[src/sv/tkhm_pkg.sv]
package tkhm_pkg;

  localparam int TableSizeDef  = 1024;
  localparam int WaysDef       = 4;
  localparam int KeyWidthDef   = 32;
  localparam int ValueWidthDef = 32;

  localparam int FieldW = 32;
  localparam int CountW = 13;
  localparam int ModeW  = 3;

  localparam logic [63:0] HashSeed  = 64'd731;
  localparam int          HashShift = 5;

  localparam logic [ModeW-1:0] MODE_CONTAINS = 3'd0;
  localparam logic [ModeW-1:0] MODE_GET      = 3'd1;
  localparam logic [ModeW-1:0] MODE_PUT      = 3'd2;
  localparam logic [ModeW-1:0] MODE_POP      = 3'd3;
  localparam logic [ModeW-1:0] MODE_REMOVE   = 3'd4;

  typedef struct packed {
    logic              hit;
    logic [FieldW-1:0] old_value;
    logic              bucket_full;
    logic [CountW-1:0] removed_count;
    logic [CountW-1:0] entry_count;
  } result_t;

  function automatic logic [63:0] times31(input logic [63:0] v);
    times31 = (v << HashShift) - v;
  endfunction

endpackage

[src/sv/tkhm_hash.sv]
// Pipelined bucket hash: seed plus key_x, xor key_y, xor key_z, each step followed by a multiply by 31.
module tkhm_hash #(
  parameter int KEY_WIDTH = tkhm_pkg::KeyWidthDef
) (
  input  logic                 clk,
  input  logic                 start,
  input  logic [KEY_WIDTH-1:0] key_x,
  input  logic [KEY_WIDTH-1:0] key_y,
  input  logic [KEY_WIDTH-1:0] key_z,
  output logic [63:0]          hash
);
  import tkhm_pkg::*;

  logic [63:0] h1_r, h2_r;
  logic [KEY_WIDTH-1:0] y_r, z_r, z2_r;

  always_ff @(posedge clk) begin
    if (start) begin
      h1_r <= times31(HashSeed + 64'(key_x));
      y_r  <= key_y;
      z_r  <= key_z;
    end
    h2_r <= times31(h1_r ^ 64'(y_r));
    z2_r <= z_r;
  end

  assign hash = times31(h2_r ^ 64'(z2_r));

endmodule

[config.mk]
export PLATFORM = sky130hd
export DESIGN_NAME = tkhm_hash
export DESIGN_NICKNAME = d
export VERILOG_FILES = /design/src/sv/tkhm_pkg.sv /design/src/sv/tkhm_hash.sv
export SDC_FILE = /design/constraint.sdc
export NUM_CORES = 1
export LEC_CHECK = 0
export ABC_AREA = 1
export CAP_MARGIN = 10
export CORE_ASPECT_RATIO = 1.75
export CORE_MARGIN = 5
export CORE_UTILIZATION = 60
export DETAILED_ROUTE_END_ITERATION = 10
export DONT_BUFFER_PORTS = 1
export GPL_ROUTABILITY_DRIVEN = 0
export PLACE_DENSITY = 0.9
export SETUP_SLACK_MARGIN = 0.4
export SYNTH_ARGS = -nofsm -noshare
export SYNTH_HDL_FRONTEND = slang
export SYNTH_SLANG_ARGS = --single-unit
[constraint.sdc]
create_clock -name clk -period 3.1 [get_ports clk]
set_input_delay 0.155 -clock clk [delete_from_list [all_inputs] [get_ports clk]]
set_output_delay 0.155 -clock clk [all_outputs]
set_load 0.01 [all_outputs]
==> metrics, run 1 <==
PortBufs=0; post-synthesis cell count=approximately 2400; Global Route Usage Sum=between 50% and 60%; H-Tree Level Count=4; Failed at=5_1_grt; synth top area cells=edfxtp_1, dfxtp_1, nand2_1; first-pass GRT wire length=approximately 130000 um; ys async rst share=0%; Die Ht=about 230 um; most instantiated library cell after synthesis=nand2_1; DP HPWL=41990 um; clk sink count=199; I/O pin total=between 150 and 200; post-synthesis register bit count=199; root buf cell=clkbuf_16; Stop Error=[ERROR GRT-0116] Global routing finished with congestion. Check the congestion regions in the DRC Viewer.; # rows=80; largest net degree at the start of global routing=104; total CTS buffers=17; initial core utilization=about 61%; Ys Warns=0; Netlist cell types=50; Syn Nets=2599; vias in the first global route=~22000; Mapped Area=0.01670 sq mm; grt ovf=9; sequential area share after synthesis=30.03%; Syn Area/Cell=between 7 and 8 sq um; Commonest cells post-synth=nand2_1, inv_1, nor2_1; Synth area leader=edfxtp_1; status=did not finish; Top FF cell, synth=edfxtp_1; Yosys top cell area share=a little under a fifth; number of synthesized flops with an enable pin=103; Bufs on Longest Clock Path=2; die width=around 140 um
==> stage by stage <==
stage          hold slack, ns  TNS (ns)  cell area (sq um)  setup slack, ns  cells
2_1_floorplan          0.2539         0              16770           0.3064   2373
3_5_place_dp           0.2539   -0.2059              17360         -0.07318   2757
4_1_cts               -0.2209         0              20500           0.2433   2916
3_3_place_gp           0.2539         0              17360          0.03078   2757
==> metal layers <==
| metal | overflow | GRT usage, % |
|---|---|---|
| met1 | 1 | 52.49 |
| met2 | 3 | 69.26 |
| met3 | 0 | 44.20 |
| met4 | 5 | 52.43 |
| met5 | 0 | 25.49 |
==> timing repair <==
item / in CTS
resized for setup: 318
setup endpoints to repair: 76
cloned: 0
setup buffers: 61
pin swaps: 88
hold endpoints to repair: 170
hold buffers: 66
==> cell families after synthesis <==
family | Yosys count | share of synthesized area [%]
xor gates and xnor gates | 197 | 10.67
buffers and inverters | 402 | 9.073
AOI/OAI and AO/OA | 449 | 15.49
adders and majority gates | 128 | 9.590
and+or+nand+nor | 998 | 25.15
DFF | 199 | 30.03
==> run 2: changes to the inputs <==
Settings changed: CORE_ASPECT_RATIO 1.75 to not set, CORE_UTILIZATION 60 to 40, PLACE_DENSITY 0.9 to not set, PLACE_DENSITY_LB_ADDON set to 0.15, SETUP_SLACK_MARGIN 0.4 to not set.
Clock period 3.1 ns to 4 ns, I/O delays scaled along.
==> metrics, run 2 <==
status=finished, final reports clean; clk sink count=just under 200; worst clock skew=0.01481 ns; most instantiated library cell after synthesis=nand2_1; grt ovf=0; post-synthesis cell count=about 2400; largest net degree at the start of global routing=104; ys async rst share=0%; relative max-transition margin=around half; I/O pin total=around 160; total CTS buffers=17; Bufs on Longest Clock Path=2; Final setup viols=0; sequential area share after synthesis=30.03%; DP HPWL=~44000 um; H-Tree Level Count=4; RSZ-0062 raised after global routing=false; Top FF cell, synth=edfxtp_1; Ys Warns=0; Layout area overhead=11.62%; CP Launch Type=register; number of gates resized after cts=0; first-pass GRT wire length=around 82000 um; Leakage=roughly 8.4 nW; Core ar.=between 0.04 and 0.05 sq mm; via count=15780; Global Route Usage Sum=between 20% and 30%; Reg clk slew, reported paths=about 0.080 ns; root buf cell=clkbuf_16; commonest non-fill, non-tap cell in the layout=nand2_1; initial core utilization=approximately two fifths; crit path capture type=output port; fin crit share=roughly 93%; Reg2Reg Setup Slack=1.07 ns; setup TNS=0 ns; # rows=between 70 and 80; Netlist cell types=50; highest ir drop seen on vdd=around 370 uV; Layout Nets=~2700; Fin. Hold Viols=0; Die Ht=approximately 210 um; Commonest cells post-synth=nand2_1, inv_1, nor2_1; # Max-Cap Violations=0; biggest regs=h2_r (64), h1_r (39); final WL=roughly 52000 um; Syn Nets=between 2000 and 3000; Skew-Pair Late Insertion Delay=0.50 ns; PortBufs=0; Synth area leader=edfxtp_1; Largest register FFs=64; Max FO, Critical Path=4; Via density=5.265; Required @ worst endpoint=3.80 ns; antenna violations before repair=0; number of synthesized flops with an enable pin=just over 100; vias in the first global route=approximately 16000; commonest non-fill, non-tap cells in the layout=nand2_1, inv_1, nor2_1; Antenna Cells=0; DRT Pass-1 Iters=7; die area=0.04594 sq mm; Max Fclk=268.5 MHz; PnR worst setup slack=roughly 0.28 ns; Yosys top cell area share=a little under a fifth; Syn Area/Cell=~7 sq um; Antenna Violating Nets Remaining=0; Mapped Area=roughly 0.017 sq mm; CTS Hold Buffers Added=between 60 and 70; Arr. time, crit path=between 3 and 4 ns; post-route minimum period=about 3.7 ns; WS Path Type=reg2out; Initial DRC Count=1122; total power=14.98 mW; synth top area cells=edfxtp_1, dfxtp_1, nand2_1; die width=214.3 um; Slew @ Worst Pin=between 0.7 and 0.8 ns; # DRC=0; fraction of layout cells with a size suffix above 1=~4.6%; buffer count from post-CTS setup fixing=0; Wirelength per Cell=approximately 17 um; P per Cell Area=803.5 mW/mm^2; Reg with most FFs=h2_r; HP Class=in2reg; dpl ws=0.5075 ns; CTS tree=yes; post-synthesis register bit count=199; Max Slew Vio Count=0
==> run 2: cell counts after synthesis <==
No cell type changed its count.
==> run 2: path summary, 6_finish.rpt <==
check                               from        to  cells past startpoint
worst max-delay path            z2_r[28]  hash[37]                     12
worst min-delay path            key_x[0]  h1_r[17]                      2
worst max register to register    y_r[2]  h2_r[49]                     10
worst min register to register    z_r[9]   z2_r[9]                      0
==> run 2: cell families after synthesis <==
family | count (synthesis) | synth area share [%]
buffers and inverters | 402 | 9.073
adder cells (fa/ha/maj) | 128 | 9.590
flip-flops | 199 | 30.03
AO/OA/AOI/OAI | 449 | 15.49
AND/OR/NAND/NOR | 998 | 25.15
XOR/XNOR | 197 | 10.67
==> run 2: stage by stage <==
stage	hold WS (ns)	utilization [%]	instances	cell area, sq um
after global routing	0.04769	45.34	2996	18640
final	0.05872	45.34	2996	18640
after detailed placement	0.2989	42.16	2898	17330
after CTS	0.006639	45.34	2996	18640
after global placement	0.2989	42.16	2898	17330
after floorplan	0.2989	-	2373	16700
==> run 2: power breakdown <==
group	total, mW	internal, mW	switching [mW]	leakage (nW)
Clock	1.84	0.869	0.968	0.297
Combinational	10.3	3.14	7.18	6.30
Sequential	2.83	2.61	0.216	1.82
==> run 2: worst max-delay path, cell delays in order, from the launching register on <==
cell and delay, ns:
dfxtp_1 0.35, xnor2_1 0.31, inv_1 0.08, ha_1 0.41, nand2_1 0.14, nor2_1 0.14
inv_1 0.07, nor2_1 0.14, inv_1 0.08, nor3_1 0.51, nand4_1 0.33, nand2_1 0.17
xor2_1 0.29
==> run 2: layout make-up <==
cell class | count | area, sq um
clock buffer | 17 | 425.4
clock inverter | 15 | 203.9
fill | 4346 | 22470
inverter | 395 | 1483
multi-input combinational | 1772 | 10170
sequential | 199 | 5015
tap | 532 | 665.6
timing repair buffer | 66 | 678.2
==> run 2: routing by layer <==
layer	up-vias	track usage, %	wire, um	share of wire [%]
met5	-	0	0	0
met3	124	3.798	2744	5.2
met2	530	39.65	25620	49
li1	7881	-	-	-
met4	0	9.083	2019	3.9
met1	7240	27.31	21950	42
Power figures use the tool's default switching activity.
==> run 3: changes to the inputs <==
Settings changed: ABC_AREA 1 to not set.
==> metrics, run 3 <==
Synth area leader=edfxtp_1; P per Cell Area=between 800 and 900 mW/mm^2; Leakage=roughly 7.4 nW; R2R depth=13; biggest regs=h2_r (64), h1_r (39); DP HPWL=between 20000 and 30000 um; PnR worst setup slack=0.1345 ns; post-synthesis cell count=around 1500; Skew-Pair Late Insertion Delay=0.44 ns; Commonest cells post-synth=inv_1, a21oi_1, ha_1; post-route minimum period=between 3 and 4 ns; relative max-transition margin=52.80%; post-synthesis register bit count=between 150 and 200; antenna violations before repair=5; Max Slew Vio Count=0; CTS tree=yes; initial core utilization=between 40% and 50%; Max FO, Critical Path=3; Max Fclk=258.7 MHz; Top FF cell, synth=edfxtp_1; # rows=~70; Required @ worst endpoint=around 3.8 ns; Worst Hold Margin=about 0.052 ns; DRT Pass-1 Iters=5; fraction of layout cells with a size suffix above 1=between 10% and 20%; Arr. time, crit path=about 3.7 ns; design area=0.01673 sq mm; highest ir drop seen on vdd=~640 uV; status=finished, final reports clean; commonest non-fill, non-tap cell in the layout=inv_1; commonest non-fill, non-tap cells in the layout=inv_1, a21oi_1, ha_1; largest net degree at the start of global routing=between 100 and 150; dpl ws=about 0.075 ns; # Max-Cap Violations=0; Final setup viols=0; RSZ-0062 raised after global routing=true; Hold Path Origin=key_x[0]; fin crit share=a little over nine tenths; Reg with most FFs=h2_r; HP Class=in2reg; Via density=between 5 and 6; sequential area share after synthesis=35.76%; grt ovf=0; Initial DRC Count=a little over 600; WS Path Type=reg2out; via count=approximately 11000; Ys Warns=0; Worst R2R Start=y_r[2]; Die Ht=197.2 um; Layout Cells excl Fill=between 2000 and 2500; number of synthesized flops with an enable pin=~100; most instantiated library cell after synthesis=inv_1; clk sink count=between 150 and 200; Antenna Violating Nets Remaining=0; synth top area cells=edfxtp_1, dfxtp_1, ha_1; Mapped Area=between 0.01 and 0.015 sq mm; # DRC=0; Wirelength per Cell=~17 um; Layout area overhead=19.27%; Global Route Usage Sum=roughly 17%; total CTS buffers=17; first-pass GRT wire length=~56000 um; die area=0.03890 sq mm; Critical R2R Capture=h2_r[44]; Bufs on Longest Clock Path=2; Placed Cells=about 2000; Layout Nets=around 1900; Slew @ Worst Pin=~0.7 ns; ys async rst share=0%; final core occ=between 40% and 50%; Largest register FFs=64; Syn Area/Cell=approximately 9.1 sq um; Reg2Reg Setup Slack=around 0.34 ns; crit path capture type=output port; Yosys top cell area share=between 20% and 30%; vias in the first global route=~11000; fill cell count=approximately 3400; Placed Area=~0.015 sq mm; CP Launch Type=register; Reg clk slew, reported paths=around 0.080 ns; root buf cell=clkbuf_16; Fin. Hold Viols=0; die width=roughly 200 um; WHS Path Cells=2; worst clock skew=roughly 0.013 ns; H-Tree Level Count=4; Syn Nets=1764; I/O pin total=approximately 160; PortBufs=0; Netlist cell types=74; Core ar.=0.03454 sq mm; final WL=35050 um; Hold EP=h1_r[0]
run 3: worst max-delay path by stage:
stage	start	to	slack, ns
floorplan	key_x[0]	h1_r[35]	0.18
global placement	key_x[15]	h1_r[37]	0.08
detailed placement	key_x[0]	h1_r[62]	0.08
CTS	h2_r[17]	hash[58]	0.004
global route	h2_r[17]	hash[58]	-0.07
finish	z2_r[31]	hash[58]	0.13
run 3: per-layer routing:
layer | global-route usage (%) | wire length (um) | up-vias
li1 | - | - | 5672
met1 | 25.27 | 16840 | 5196
met2 | 27.27 | 16010 | 284
met3 | 2.865 | 1706 | 26
met4 | 4.443 | 491 | 0
met5 | 0 | 0 | -
run 3: power by group:
group / total (mW) / leakage (nW) / switching [mW] / internal, mW
clock: 1.84 / 0.318 / 0.807 / 1.03
combinational: 9.61 / 5.27 / 5.78 / 3.82
sequential: 2.88 / 1.82 / 0.262 / 2.62
total: 14.3 / 7.41 / 6.85 / 7.47
run 3: area by class of cell:
class,count,area (sq um),share of cell area [%]
clock buffer,18,439.2,2.626
clock inverter,14,207.7,1.242
timing repair buffer,139,1229,7.346
tap,455,569.3,3.404
inverter,162,608.1,3.636
multi-input combinational,1130,8638,51.65
antenna,6,15.01,0.08977
sequential,199,5020,30.01
run 3: cell families (layout without fill, tap and decap cells):
group / Yosys count / count (layout) / share of synthesized area, %
compound gates: 441 / 441 / 20.82
xor+xnor: 231 / 231 / 14.64
fa+ha+maj: 128 / 128 / 11.42
buf+inv: 209 / 333 / 5.666
flops: 199 / 199 / 35.76
mux: 1 / 1 / 0.07138
other cells: 0 / 6 / 0
simple gates: 329 / 329 / 11.63
run 3: worst max-delay path, cell delays in order, from the launching register on:
cell and delay [ns]:
dfxtp_2 0.36, xor2_2 0.19, inv_1 0.10, ha_4 0.26
a21o_1 0.17, a21o_1 0.19, a21oi_2 0.17, o21ai_0 0.10
a311o_1 0.40, o211ai_1 0.40, nand3_1 0.16, o21a_1 0.23
o311ai_2 0.32, buf_4 0.18
run 3: what timing repair did:
item,in CTS,in global routing
hold buffers,67,0
pin swaps,4,15
endpoints found under the hold margin,169,0
endpoints found under the setup margin,11,28
buffers inserted,2,9
resized for setup,19,62
run 3: metrics by stage:
step	power (mW)	TNS (ns)
4_1_cts	13.89	0
5_1_grt	15.50	-0.07788
3_3_place_gp	11.75	0
3_5_place_dp	11.78	0
6_report	14.33	0
2_1_floorplan	9.599	0
